[src/rtl/core/dsp_pkg.sv]
// Constants and types shared by the duration text parser.
package dsp_pkg;

    localparam int unsigned VAL_W = 31;
    localparam int unsigned SCALE_W = 17;

    localparam logic [VAL_W-1:0] VAL_MAX = {VAL_W{1'b1}};

    localparam logic [SCALE_W-1:0] SCALE_SEC  = 17'd1;
    localparam logic [SCALE_W-1:0] SCALE_MIN  = 17'd60;
    localparam logic [SCALE_W-1:0] SCALE_HOUR = 17'd3600;
    localparam logic [SCALE_W-1:0] SCALE_DAY  = 17'd86400;

    localparam logic [7:0] CH_ZERO = 8'h30;
    localparam logic [7:0] CH_NINE = 8'h39;
    localparam logic [7:0] CH_S_LO = 8'h73;
    localparam logic [7:0] CH_S_UP = 8'h53;
    localparam logic [7:0] CH_M_LO = 8'h6d;
    localparam logic [7:0] CH_M_UP = 8'h4d;
    localparam logic [7:0] CH_H_LO = 8'h68;
    localparam logic [7:0] CH_H_UP = 8'h48;
    localparam logic [7:0] CH_D_LO = 8'h64;
    localparam logic [7:0] CH_D_UP = 8'h44;

    typedef enum logic [1:0] {
        CLS_DIGIT,
        CLS_UNIT,
        CLS_BAD
    } char_class_t;

    typedef logic [VAL_W-1:0] val_t;

endpackage

[src/rtl/core/duration_string_parser.sv]
// Duration text parser: characters in, total seconds out on the end item.
//
//  channel | dir | tdata                  | tuser                     | tlast
//  s_      | in  | [7:0] ch               | -                         | is_end
//  m_      | out | [30:0] total_seconds   | [0] bad_char [1] saturated| -
//
// One item per cycle while not stalled: an input register, then the state
// update and the result register, which an end item loads with its result.
// The multiply-add by the unit scale sets the clock period, not the item rate.
// rst_n clears the valid flags and parser state asynchronously; no clearing pass is needed.
// The input side stalls only while an end item waits on a full result register.
module duration_string_parser
    import dsp_pkg::*;
(
    input  logic        clk,
    input  logic        rst_n,
    input  logic        s_tvalid,
    output logic        s_tready,
    input  logic [7:0]  s_tdata,   // [7:0] ch
    input  logic        s_tlast,
    output logic        m_tvalid,
    input  logic        m_tready,
    output logic [31:0] m_tdata,   // [30:0] total_seconds, [31] zero
    output logic [1:0]  m_tuser    // [0] bad_char, [1] saturated
);

    logic        in_valid_reg, in_valid_next;
    logic [7:0]  ch_reg;
    logic        end_reg;

    val_t        pending_reg, pending_next;
    val_t        total_reg, total_next;
    logic        error_reg, error_next;
    logic        ovf_reg, ovf_next;

    logic        out_valid_reg, out_valid_next;
    val_t        out_total_reg;
    logic        out_bad_reg;
    logic        out_sat_reg;

    logic        advance;
    logic        item_go;
    logic        out_load;

    char_class_t cls;
    logic [SCALE_W-1:0] scale;
    logic [3:0]  digit;
    logic [34:0] pend_x10;
    logic [47:0] term_full;
    val_t        term;
    logic        term_ovf;
    logic [31:0] add_sum;
    logic [31:0] end_sum;
    val_t        end_total;

    assign advance  = !(in_valid_reg && end_reg && out_valid_reg && !m_tready);
    assign item_go  = in_valid_reg && advance;
    assign out_load = item_go && end_reg;
    assign s_tready = advance;

    always_comb
    begin
        cls   = CLS_BAD;
        scale = SCALE_SEC;
        case (ch_reg) inside
            [CH_ZERO:CH_NINE]:
            begin
                cls = CLS_DIGIT;
            end
            CH_S_LO, CH_S_UP:
            begin
                cls   = CLS_UNIT;
                scale = SCALE_SEC;
            end
            CH_M_LO, CH_M_UP:
            begin
                cls   = CLS_UNIT;
                scale = SCALE_MIN;
            end
            CH_H_LO, CH_H_UP:
            begin
                cls   = CLS_UNIT;
                scale = SCALE_HOUR;
            end
            CH_D_LO, CH_D_UP:
            begin
                cls   = CLS_UNIT;
                scale = SCALE_DAY;
            end
            default:
            begin
                cls = CLS_BAD;
            end
        endcase
    end

    always_comb
    begin
        digit     = 4'(ch_reg - CH_ZERO);
        pend_x10  = {1'b0, pending_reg, 3'b000} + {3'b000, pending_reg, 1'b0}
                    + {31'd0, digit};
        term_full = 48'(pending_reg) * 48'(scale);
        term_ovf  = |term_full[47:VAL_W];
        term      = term_ovf ? VAL_MAX : term_full[VAL_W-1:0];
        add_sum   = {1'b0, total_reg} + {1'b0, term};
        end_sum   = {1'b0, total_reg} + {1'b0, pending_reg};
        end_total = end_sum[31] ? VAL_MAX : end_sum[VAL_W-1:0];
    end

    always_comb
    begin
        pending_next = pending_reg;
        total_next   = total_reg;
        error_next   = error_reg;
        ovf_next     = ovf_reg;
        if (item_go)
        begin
            if (end_reg)
            begin
                pending_next = '0;
                total_next   = '0;
                error_next   = 1'b0;
                ovf_next     = 1'b0;
            end
            else if (!error_reg)
            begin
                case (cls)
                    CLS_DIGIT:
                    begin
                        if (|pend_x10[34:VAL_W])
                        begin
                            pending_next = VAL_MAX;
                            ovf_next     = 1'b1;
                        end
                        else
                        begin
                            pending_next = pend_x10[VAL_W-1:0];
                        end
                    end
                    CLS_UNIT:
                    begin
                        pending_next = '0;
                        total_next   = add_sum[31] ? VAL_MAX : add_sum[VAL_W-1:0];
                        ovf_next     = ovf_reg | term_ovf | add_sum[31];
                    end
                    default:
                    begin
                        error_next = 1'b1;
                    end
                endcase
            end
        end
    end

    always_comb
    begin
        in_valid_next = in_valid_reg;
        if (advance)
        begin
            in_valid_next = s_tvalid;
        end
        out_valid_next = out_valid_reg;
        if (out_load)
        begin
            out_valid_next = 1'b1;
        end
        else if (m_tready)
        begin
            out_valid_next = 1'b0;
        end
    end

    always_ff @(posedge clk or negedge rst_n)
    begin
        if (!rst_n)
        begin
            in_valid_reg  <= 1'b0;
            out_valid_reg <= 1'b0;
            pending_reg   <= '0;
            total_reg     <= '0;
            error_reg     <= 1'b0;
            ovf_reg       <= 1'b0;
        end
        else
        begin
            in_valid_reg  <= in_valid_next;
            out_valid_reg <= out_valid_next;
            pending_reg   <= pending_next;
            total_reg     <= total_next;
            error_reg     <= error_next;
            ovf_reg       <= ovf_next;
        end
    end

    always_ff @(posedge clk)
    begin
        if (s_tvalid && advance)
        begin
            ch_reg  <= s_tdata;
            end_reg <= s_tlast;
        end
        if (out_load)
        begin
            out_total_reg <= error_reg ? '0 : end_total;
            out_bad_reg   <= error_reg;
            out_sat_reg   <= ovf_reg | end_sum[31];
        end
    end

    assign m_tvalid = out_valid_reg;
    assign m_tdata  = {1'b0, out_total_reg};
    assign m_tuser  = {out_sat_reg, out_bad_reg};

`ifndef SYNTH
    a_clear_after_end: assert property (@(posedge clk) disable iff (!rst_n)
        out_load |=> (pending_reg == '0) && (total_reg == '0) && !error_reg && !ovf_reg)
        else $error("state not cleared after end item");

    a_bad_gives_zero: assert property (@(posedge clk) disable iff (!rst_n)
        m_tvalid && m_tuser[0] |-> m_tdata[VAL_W-1:0] == '0)
        else $error("bad text reported with nonzero total");

    a_error_freezes: assert property (@(posedge clk) disable iff (!rst_n)
        item_go && !end_reg && error_reg |=> $stable(pending_reg) && $stable(total_reg))
        else $error("state moved after a bad character");

    a_end_loads_result: assert property (@(posedge clk) disable iff (!rst_n)
        out_load |=> out_valid_reg)
        else $error("end item did not produce a result");
`endif

endmodule
[config.mk]
export PLATFORM = sky130hd
export DESIGN_NAME = duration_string_parser
export DESIGN_NICKNAME = d
export VERILOG_FILES = /design/src/rtl/core/dsp_pkg.sv /design/src/rtl/core/duration_string_parser.sv
export SDC_FILE = /design/constraint.sdc
export NUM_CORES = 1
export LEC_CHECK = 0
export ABC_AREA = 1
export BUFFER_PORTS_ARGS = -buffer_cell sky130_fd_sc_hd__clkbuf_2
export CAP_MARGIN = 20
export CORE_MARGIN = 5
export CORE_UTILIZATION = 55
export CTS_CLUSTER_DIAMETER = 60
export DETAILED_ROUTE_END_ITERATION = 6
export PLACE_DENSITY = 0.83
export SLEW_MARGIN = 10
export SYNTH_ARGS = -nofsm -noshare
export SYNTH_HDL_FRONTEND = slang
export SYNTH_SLANG_ARGS = --single-unit
[constraint.sdc]
create_clock -name clk -period 7.69 [get_ports clk]
set_input_delay 2.307 -clock clk [delete_from_list [all_inputs] [get_ports clk]]
set_output_delay 2.307 -clock clk [all_outputs]
set_load 0.1 [all_outputs]
# After elaboration in Yosys (flattened, before gate mapping)
# Cells that the tools add are included.
# W data, S select, Z words.
# word_totals
reg_bits	108
latch_bits	0
mem_bits_rw	0
rom_bits	0
input_bits	13
out_inout_bits	36
elab_cells	85
n_memories	0
# classes
add_sub_neg	5
multipliers	1
div_mod_pow	0
order_cmp	2
n_eq_ne	11
shift	0
mux	29
bitwise	3
reduce_logical	23
# op_table
operator	count
$mux W31	9
$mux W17	5
$add A31 B31 Y32	2
$eq A8 B7 Y1 const B	8
$pmux W31 S2	1
$mul A31 B17 Y48	1
$add A34 B32 Y35	1
$add A35 B4 Y35	1
$reduce_or A17 Y1	1
$mux W2	5
$reduce_or A2 Y1	5
$ge A8 B6 Y1 const B	1
$le A8 B6 Y1 const B	1
$mux W1	8
$logic_and A1 B1 Y1	7
$reduce_and A3 Y1	2
$reduce_and A4 Y1	1
$reduce_bool A2 Y1	2
$reduce_or A4 Y1	1
$sub A4 B1 Y4 const B	1
$ne A3 B3 Y1 const B	1
$or A1 B1 Y1	3
$reduce_bool A3 Y1	1
$eq A2 B1 Y1 const B	1
4 further kinds	5

# Logic depth before layout (Yosys ltp)
# Gate-level depths: netlist (run 1).
# logic_depth
depth_word	15
mapped_depth	56
ltp_nobuf	54

# Worst setup path before layout (run 1)
# No wires, ideal clock.
# synth_path
kind	register to register
startpoint	register ch_reg[7]
endpoint	register total_reg[10]
setup_ns	0.123
arrival_ns	8.281
required_ns	7.567
slack_ns	-0.714
stages_incl_launch_ff	47
path_buffers	2
period_less_slack_ns	8.404
path_cell_list	edfxtp_1 nor2_1 inv_1 nor3_1 nand2_1 inv_1 nand2_2 nand2_1 clkbuf_1 buf_1 nand2_1 fa_1 fa_1 inv_1 fa_1 fa_1 fa_1 inv_1 [11 not listed] nand2_1 nand2_1 nor2_1 nand3_1 nor2_2 nand2_2 clkinv_2 o21ai_0 ha_1 inv_1 fa_1 o21ai_0 a21boi_0 o21ai_0 a21oi_1 xnor2_1 o21ai_0 nand2_1
# synth_between
elab_chain_len	15
elab_cells_between_ends	36
cone_classes	1 x add/sub; 1 x mul; 2 x order compare; 9 x eq/ne; 15 x mux; 8 x reduce/logical
# synth_rtl
element	line_no	source
start, declared	duration_string_parser.sv:28	logic [7:0] ch_reg;
start signal, assigned	duration_string_parser.sv:199	ch_reg <= s_tdata;
$eq A8 B7 Y1 (no source line)	-	
$reduce_or A2 Y1	duration_string_parser.sv:65	case (ch_reg) inside
$mux W17 (5 in series)	duration_string_parser.sv:65	
$mul A31 B17 Y48	duration_string_parser.sv:102	term_full = 48'(pending_reg) * 48'(scale);
$reduce_or A17 Y1	duration_string_parser.sv:103	term_ovf = |term_full[47:VAL_W];
$mux W31	duration_string_parser.sv:104	term = term_ovf ? VAL_MAX : term_full[VAL_W-1:0];
$add A31 B31 Y32	duration_string_parser.sv:105	add_sum = {1'b0, total_reg} + {1'b0, term};
$mux W31	duration_string_parser.sv:143	total_next = add_sum[31] ? VAL_MAX : add_sum[VAL_W-1:0];
$mux W31	duration_string_parser.sv:127	case (cls)
$mux W31	duration_string_parser.sv:125	else if (!error_reg)
$mux W31	duration_string_parser.sv:118	if (end_reg)
end signal, assigned	duration_string_parser.sv:189	total_reg <= total_next;
end, declared	duration_string_parser.sv:32	val_t total_reg, total_next;
# Parallel ways exist; a longest one is shown, timed or not. The select of a mux whose other input is x is not followed.
# A chain may end at the register's enable or synchronous reset.

# Worst setup path after layout (run 1)
# layout_path
startpoint	register ch_reg[7]
endpoint	register total_reg[12]
# Same word-level chain as after synthesis.

==> results.ini, run 1 <==
[clock_network]
numCtsBuffers = 9
cts_tree = yes
cts_hold_buf = 0
insertion_delay_ns = 0.40
cts_sinks = 108
cts_root_buf = clkbuf_16
path_clk_slew_ns = 0.09
htreeDepth = 3
cts_buffer_depth = 2

[timing]
rsz0062_at_grt = yes
finalClockSkew_ns = 0.0196
worst_slew_pin_slew_ns = 0.907
slew_violations = 0
setup_ws_ns = -1.38
setup_viol = 32
hold_violations = 0
hold_ws_ns = 0.529
max_freq_ghz = 0.110
slew_headroom_pct = 39.6
fin_crit_sh_pct = 118
fin_crit_ns = 9.07

[synth]
async_flop_share_pct = 61.1
seq_area_frac_synth_pct = 11.8
yosysWarningCount = 0
synth-seq-cells = 108
synth_cell_types = 51
postSynthCellCount = 3377
synth_edf_count = 42
synthFlopType = dfrtp_1
syn_area_um2 = 24700
avgSynthCellArea_um2 = 7.32

[layout]
fillers = 3079
area_growth_syn_to_layout_pct = 31.3
post-route-util_pct = 73.3
fin_nets = 4588
final_common_cell = inv_1
final_cell_mix = inv_1, nand2_1, buf_4
num_antenna_cells = 0
design_area_um2 = 32500
drive_gt1_share_pct = 26.5

[worst_setup_path]
max_stage_delay_ns = 0.72
cp_max_fo = 8
crit_buf_inv = 10
path_class = reg2reg
crit_path_start_kind = flop
worstPathRequired_ns = 8.03
slowest_stage = fa_1
cp-end-kind = flop
arrival_ns = 9.41
cp_top_family = adder cells

[drt]
first_iter_violations = 2670
dr.pass1.iters = 7
drc = 4
wl_um = 93600
vias = 25789
wl_per_cell_um = 20.6
drtAntennaViolNets = 0
vias_per_cell = 5.68

[floorplanning]
rows = 77
die-area_um2 = 49300
initial_core_util_pct = 55.8
fp.dieH_um = 222
fp.dieW_um = 222
io_pins = 49
fp.coreArea_um2 = 44300

[global_routing]
grt_pass1_vias = 26050
antenna_found_initial = 0
grt_first_pass_wirelength_um = 138000
track_usage_pct = 35.5
grt_max_degree = 57
overflow = 0

[placement]
hpwl_um = 70600
io_buffers = 47
placed_area_um2 = 29500
place.gp.congestion = 1.05

[run_status]
status = finished, violations left
violations = design-rule violations, negative setup slack

[power_and_ir_drop]
peakVddDrop_mv = 0.180
p_leak_nw = 17.1
powerDensity_nw_per_um2 = 103

[flow_run]
max-cap-violations = 0

[worst_hold_path]
hold_class = reg2reg

## synthesized netlist by cell type, types with 4 or more instances
cell      number  area share (%)
a211oi_1       5            0.15
a21boi_0       9            0.27
a21o_1        17            0.52
a21oi_1      168             3.4
a221oi_1       5            0.18
a31oi_1        8            0.20
buf_2          4           0.081
buf_6          5            0.23
clkbuf_1      26            0.39
dfrtp_1       66             6.7
edfxtp_1      42             5.1
fa_1         297              24
ha_1         337              17
inv_1        771              12
nand2_1      737              11
nand2_2       11            0.28
nand3_1       93             1.9
nand3_2        6            0.24
nand3b_1       9            0.27
nand4_1       16            0.40
nor2_1       356             5.4
nor2_2         9            0.23
nor3_1        22            0.45
nor4_1         8            0.20
o21a_1         8            0.24
o21ai_0      132             2.7
o21ai_1       21            0.42
o21bai_1      35             1.1
or2_1          8            0.20
or2_2          5            0.13
xnor2_1       49             1.7
xor2_1        55             1.9
## cells by family after synthesis
group	count (synthesis)	synth area share, %
buffers and inverters	819	12.7
and+or+nand+nor	1291	21.2
other	2	0.0304
AOI/OAI and AO/OA	419	9.51
DFF	108	11.8
adders and majority gates	634	41.1
xor gates and xnor gates	104	3.68
## where the power goes
part	switching (mW)	total, mW	internal (mW)	leakage, nW
logic	1.10	1.93	0.830	15.7
clock network	0.256	0.524	0.268	0.156
registers	0.183	0.882	0.699	1.30
total	1.54	3.34	1.80	17.1
## routing by layer
metal / vias up / GRT usage [%] / part of all wire, %
li1: 11549 / - / -
met1: 12014 / 41.6 / 35
met2: 1610 / 58.4 / 46
met3: 616 / 6.74 / 9.7
met4: 0 / 25.3 / 10
met5: - / 0 / 0
## stage by stage
step	cells	TNS [ns]	setup slack [ns]	total power [mW]
detailed placement	4458	-43.75	-1.60	2.34
floorplan	3393	-0.613	-0.0364	1.71
finish	4538	-40.42	-1.38	3.34
global placement	4457	-39.55	-1.44	2.32
global route	4538	-48.44	-1.62	3.46
CTS	4514	-23.37	-0.787	3.07
## worst paths after layout
| kind | slack (ns) | to | cells past startpoint | start |
|---|---|---|---|---|
| setup / recovery | -1.38 | total_reg[12]$_DFFE_PN0P_ | 44 | ch_reg[7]$_DFFE_PP_ |
| hold / removal | 0.53 | total_reg[0]$_DFFE_PN0P_ | 2 | total_reg[0]$_DFFE_PN0P_ |
| setup reg to reg | -1.38 | total_reg[12]$_DFFE_PN0P_ | 44 | ch_reg[7]$_DFFE_PP_ |
| hold reg to reg | 0.53 | total_reg[0]$_DFFE_PN0P_ | 2 | total_reg[0]$_DFFE_PN0P_ |
| max in group asynchronous | 4.72 | error_reg$_DFFE_PN0P_ | 2 | rst_n |
| min in group asynchronous | 1.77 | total_reg[11]$_DFFE_PN0P_ | 1 | rst_n |
## final cells by class
| cell class | count | area (um^2) | share of cell area, % |
|---|---|---|---|
| multi-input cells | 2467 | 21000 | 64.6 |
| repair buffers | 577 | 4560 | 14.0 |
| inverters | 777 | 2950 | 9.08 |
| flip-flops and latches | 108 | 2910 | 8.97 |
| well taps | 592 | 741 | 2.28 |
| clock buffers | 10 | 239 | 0.736 |
| clock inverters | 6 | 76.3 | 0.235 |
| repair inverters | 1 | 11.3 | 0.0347 |
## worst register-to-register path: cells and delay by family (launching register included)
kind                     cells  cell delay, ns
AO/OA/AOI/OAI                1            0.15
buffers and inverters       10            1.10
XOR/XNOR                     1            0.23
adder cells (fa/ha/maj)      8            4.06
flip-flops                   1            0.40
AND/OR/NAND/NOR             24            3.07
## timing repair
item,in CTS,in global routing
hold endpoints to repair,0,0
gates cloned,6,1
setup endpoints to repair,32,32
resized for setup,331,202
pin swaps,108,109
buffers inserted,34,25
(Power assumes the default switching activity.)
==> run 2: changes to the inputs <==
Settings changed: CTS_CLUSTER_DIAMETER 60 to 40, RECOVER_POWER set to 25, SETUP_SLACK_MARGIN set to 0.5.
==> run 2 against run 1 <==
Compared with the run above:
- the flow finishes with violations (max-capacitance violations, max-slew violations, negative setup slack)
- via count decreased by 0.69%
- flip-flop and latch count unchanged
- power decreased by 2.7%
- maximum frequency increased by 0.12%
- routed wire length decreased by 2.7%
- register-to-register slack about the same
- die area unchanged
- combinational power decreased by 4%
- sequential share of layout area about the same
- worst setup slack improved by 0.011 ns
==> results.ini, run 2 (synthesis gave the netlist of run 1 again) <==
[timing]
setup_ws_ns = -1.37  ; +0.0105 ns
worst_slew_pin_slew_ns = 3.97  ; +3.06 ns
hold_violations = 0  ; unchanged
tns_ns = -40.13  ; +0.289 ns
rsz0062_at_grt = yes
finalClockSkew_ns = 0.0169  ; -0.00276 ns
setup_viol = 32  ; unchanged
hold_ws_ns = 0.527  ; -0.00239 ns
max_freq_ghz = 0.110  ; +0.12%
slew_violations = 101  ; +101
fin_crit_sh_pct = 118  ; -0.14 points
fin_crit_ns = 9.06  ; -0.0105 ns
slew_headroom_pct = -165  ; -200 points

[drt]
wl_um = 91100  ; -2.7%
drc = 0  ; -4
vias_per_cell = 5.62  ; -1.1%
dr.pass1.iters = 6  ; -1
first_iter_violations = 2446  ; -8.4%
wl_per_cell_um = 20.0  ; -3.1%
drtAntennaViolNets = 0  ; unchanged
vias = 25612  ; -0.69%

[clock_network]
cts_tree = yes
cts_root_buf = clkbuf_16
numCtsBuffers = 9  ; unchanged
htreeDepth = 3  ; unchanged
cts_hold_buf = 0  ; unchanged
cts_buffer_depth = 2  ; unchanged
cts_sinks = 108  ; unchanged
insertion_delay_ns = 0.39  ; about the same
path_clk_slew_ns = 0.09  ; about the same

[layout]
final_common_cell = inv_1
area_growth_syn_to_layout_pct = 31.7
final_cell_mix = inv_1, nand2_1, buf_4
fin_nets = 4606  ; +0.39%
multi_input_comb_area_um2 = 21100  ; +0.37%
drive_gt1_share_pct = 28.0  ; +1.5 points
post-route-util_pct = 73.5  ; +0.25 points
fillers = 3120  ; +1.3%
seqCellArea_um2 = 2910  ; unchanged

[placement]
place.gp.congestion = 1.03  ; -1.3%
io_buffers = 47  ; unchanged
hpwl_um = 71400  ; +1.1%

[worst_setup_path]
cp_top_family = adder cells
cp-end-kind = flop
cp_max_fo = 8  ; unchanged
arrival_ns = 9.34  ; -0.07 ns
critPathLaunch = ch_reg[7]$_DFFE_PP_
max_stage_delay_ns = 0.57  ; -0.15 ns
crit_buf_inv = 12  ; +2
crit_path_start_kind = flop
path_class = reg2reg
worstPathRequired_ns = 7.97  ; -0.06 ns
rr_startpoint = ch_reg[7]$_DFFE_PP_
slowest_stage = fa_1

[worst_hold_path]
worstHoldStart = ovf_reg$_DFFE_PN0P_
hold_class = reg2reg

[run_status]
violations = max-capacitance violations, max-slew violations, negative setup slack
status = finished, violations left

[flow_run]
max-cap-violations = 2  ; +2

[global_routing]
overflow = 0  ; unchanged
grt_pass1_vias = 25631  ; -1.6%
grt_first_pass_wirelength_um = 136000  ; -1.7%
grt_max_degree = 67  ; +18%
track_usage_pct = 34.7  ; -0.82 points
antenna_found_initial = 0  ; unchanged

[floorplanning]
initial_core_util_pct = 55.8  ; unchanged
fp.dieW_um = 222  ; unchanged
rows = 77  ; unchanged
fp.coreArea_um2 = 44300  ; unchanged
fp.dieH_um = 222  ; unchanged
io_pins = 49  ; unchanged
die-area_um2 = 49300  ; unchanged

[power_and_ir_drop]
powerDensity_nw_per_um2 = 99.6  ; -3.0%
p_leak_nw = 17.1  ; -0.35%
peakVddDrop_mv = 0.186  ; +3.1%
finalPower_mw = 3.25  ; -2.7%

## run 2: cell types whose count changed in the layout (fill, tap and decap cells not counted), sizes merged
cell / delta
buf: +15
clkbuf: +3
diode: +1
## run 2: routing by layer
layer	routed length [um]	vias to the layer above	share of wire, %	global-route usage [%]
met5	0	-	0	0
met4	8510	0	9.3	21.7
met3	8150	537	8.9	5.76
met2	41700	1503	46	58.0
met1	32800	12013	36	41.7
li1	-	11559	-	-
## run 2: report_power, final
group	switching, mW	internal (mW)	leakage, nW
combinational	1.04	0.822	15.6
sequential	0.192	0.699	1.30
clock	0.237	0.258	0.147
## run 2: repair_timing
action	in CTS	in global routing
gates cloned	5	2
pin swaps	97	138
endpoints found under the setup margin	32	32
buffers inserted	34	22
resized for setup	314	277
## run 2: area by class of cell
type | count | share of cell area [%]
multi-input cells | 2467 | 64.6
repair buffers | 594 | 14.1
diodes | 1 | 0.00768
clock inverters | 5 | 0.207
well taps | 592 | 2.27
inverters | 777 | 9.06
clock buffers | 11 | 0.714
flip-flops and latches | 108 | 8.94
repair inverters | 2 | 0.0538
## run 2: worst reg2reg max path: cells and delay by family, from the launching register on
| family | cells | cell delay (ns) |
|---|---|---|
| fa+ha+maj | 8 | 3.60 |
| simple gates | 25 | 3.10 |
| buf+inv | 12 | 1.27 |
| compound gates | 4 | 0.58 |
| flops | 1 | 0.39 |
## run 2: path summary, 6_finish.rpt
check | endpoint | slack [ns] | depth (start not counted)
worst min register to register | ovf_reg$_DFFE_PN0P_ | 0.53 | 2
worst max register to register | total_reg[25]$_DFFE_PN0P_ | -1.37 | 49
min in group asynchronous | total_reg[11]$_DFFE_PN0P_ | 3.39 | 2
worst min-delay path | ovf_reg$_DFFE_PN0P_ | 0.53 | 2
worst max-delay path | total_reg[25]$_DFFE_PN0P_ | -1.37 | 49
max in group asynchronous | pending_reg[11]$_DFFE_PN0P_ | 2.03 | 2
## run 2: per-stage QoR
step | cell area [um^2] | setup WS [ns] | cells
6_report | 32600 | -1.37 | 4557
5_1_grt | 32600 | -1.67 | 4556
4_1_cts | 31500 | -0.765 | 4531
3_5_place_dp | 29700 | -1.25 | 4476
3_3_place_gp | 29700 | -1.14 | 4476
2_1_floorplan | 25300 | -0.00104 | 3393
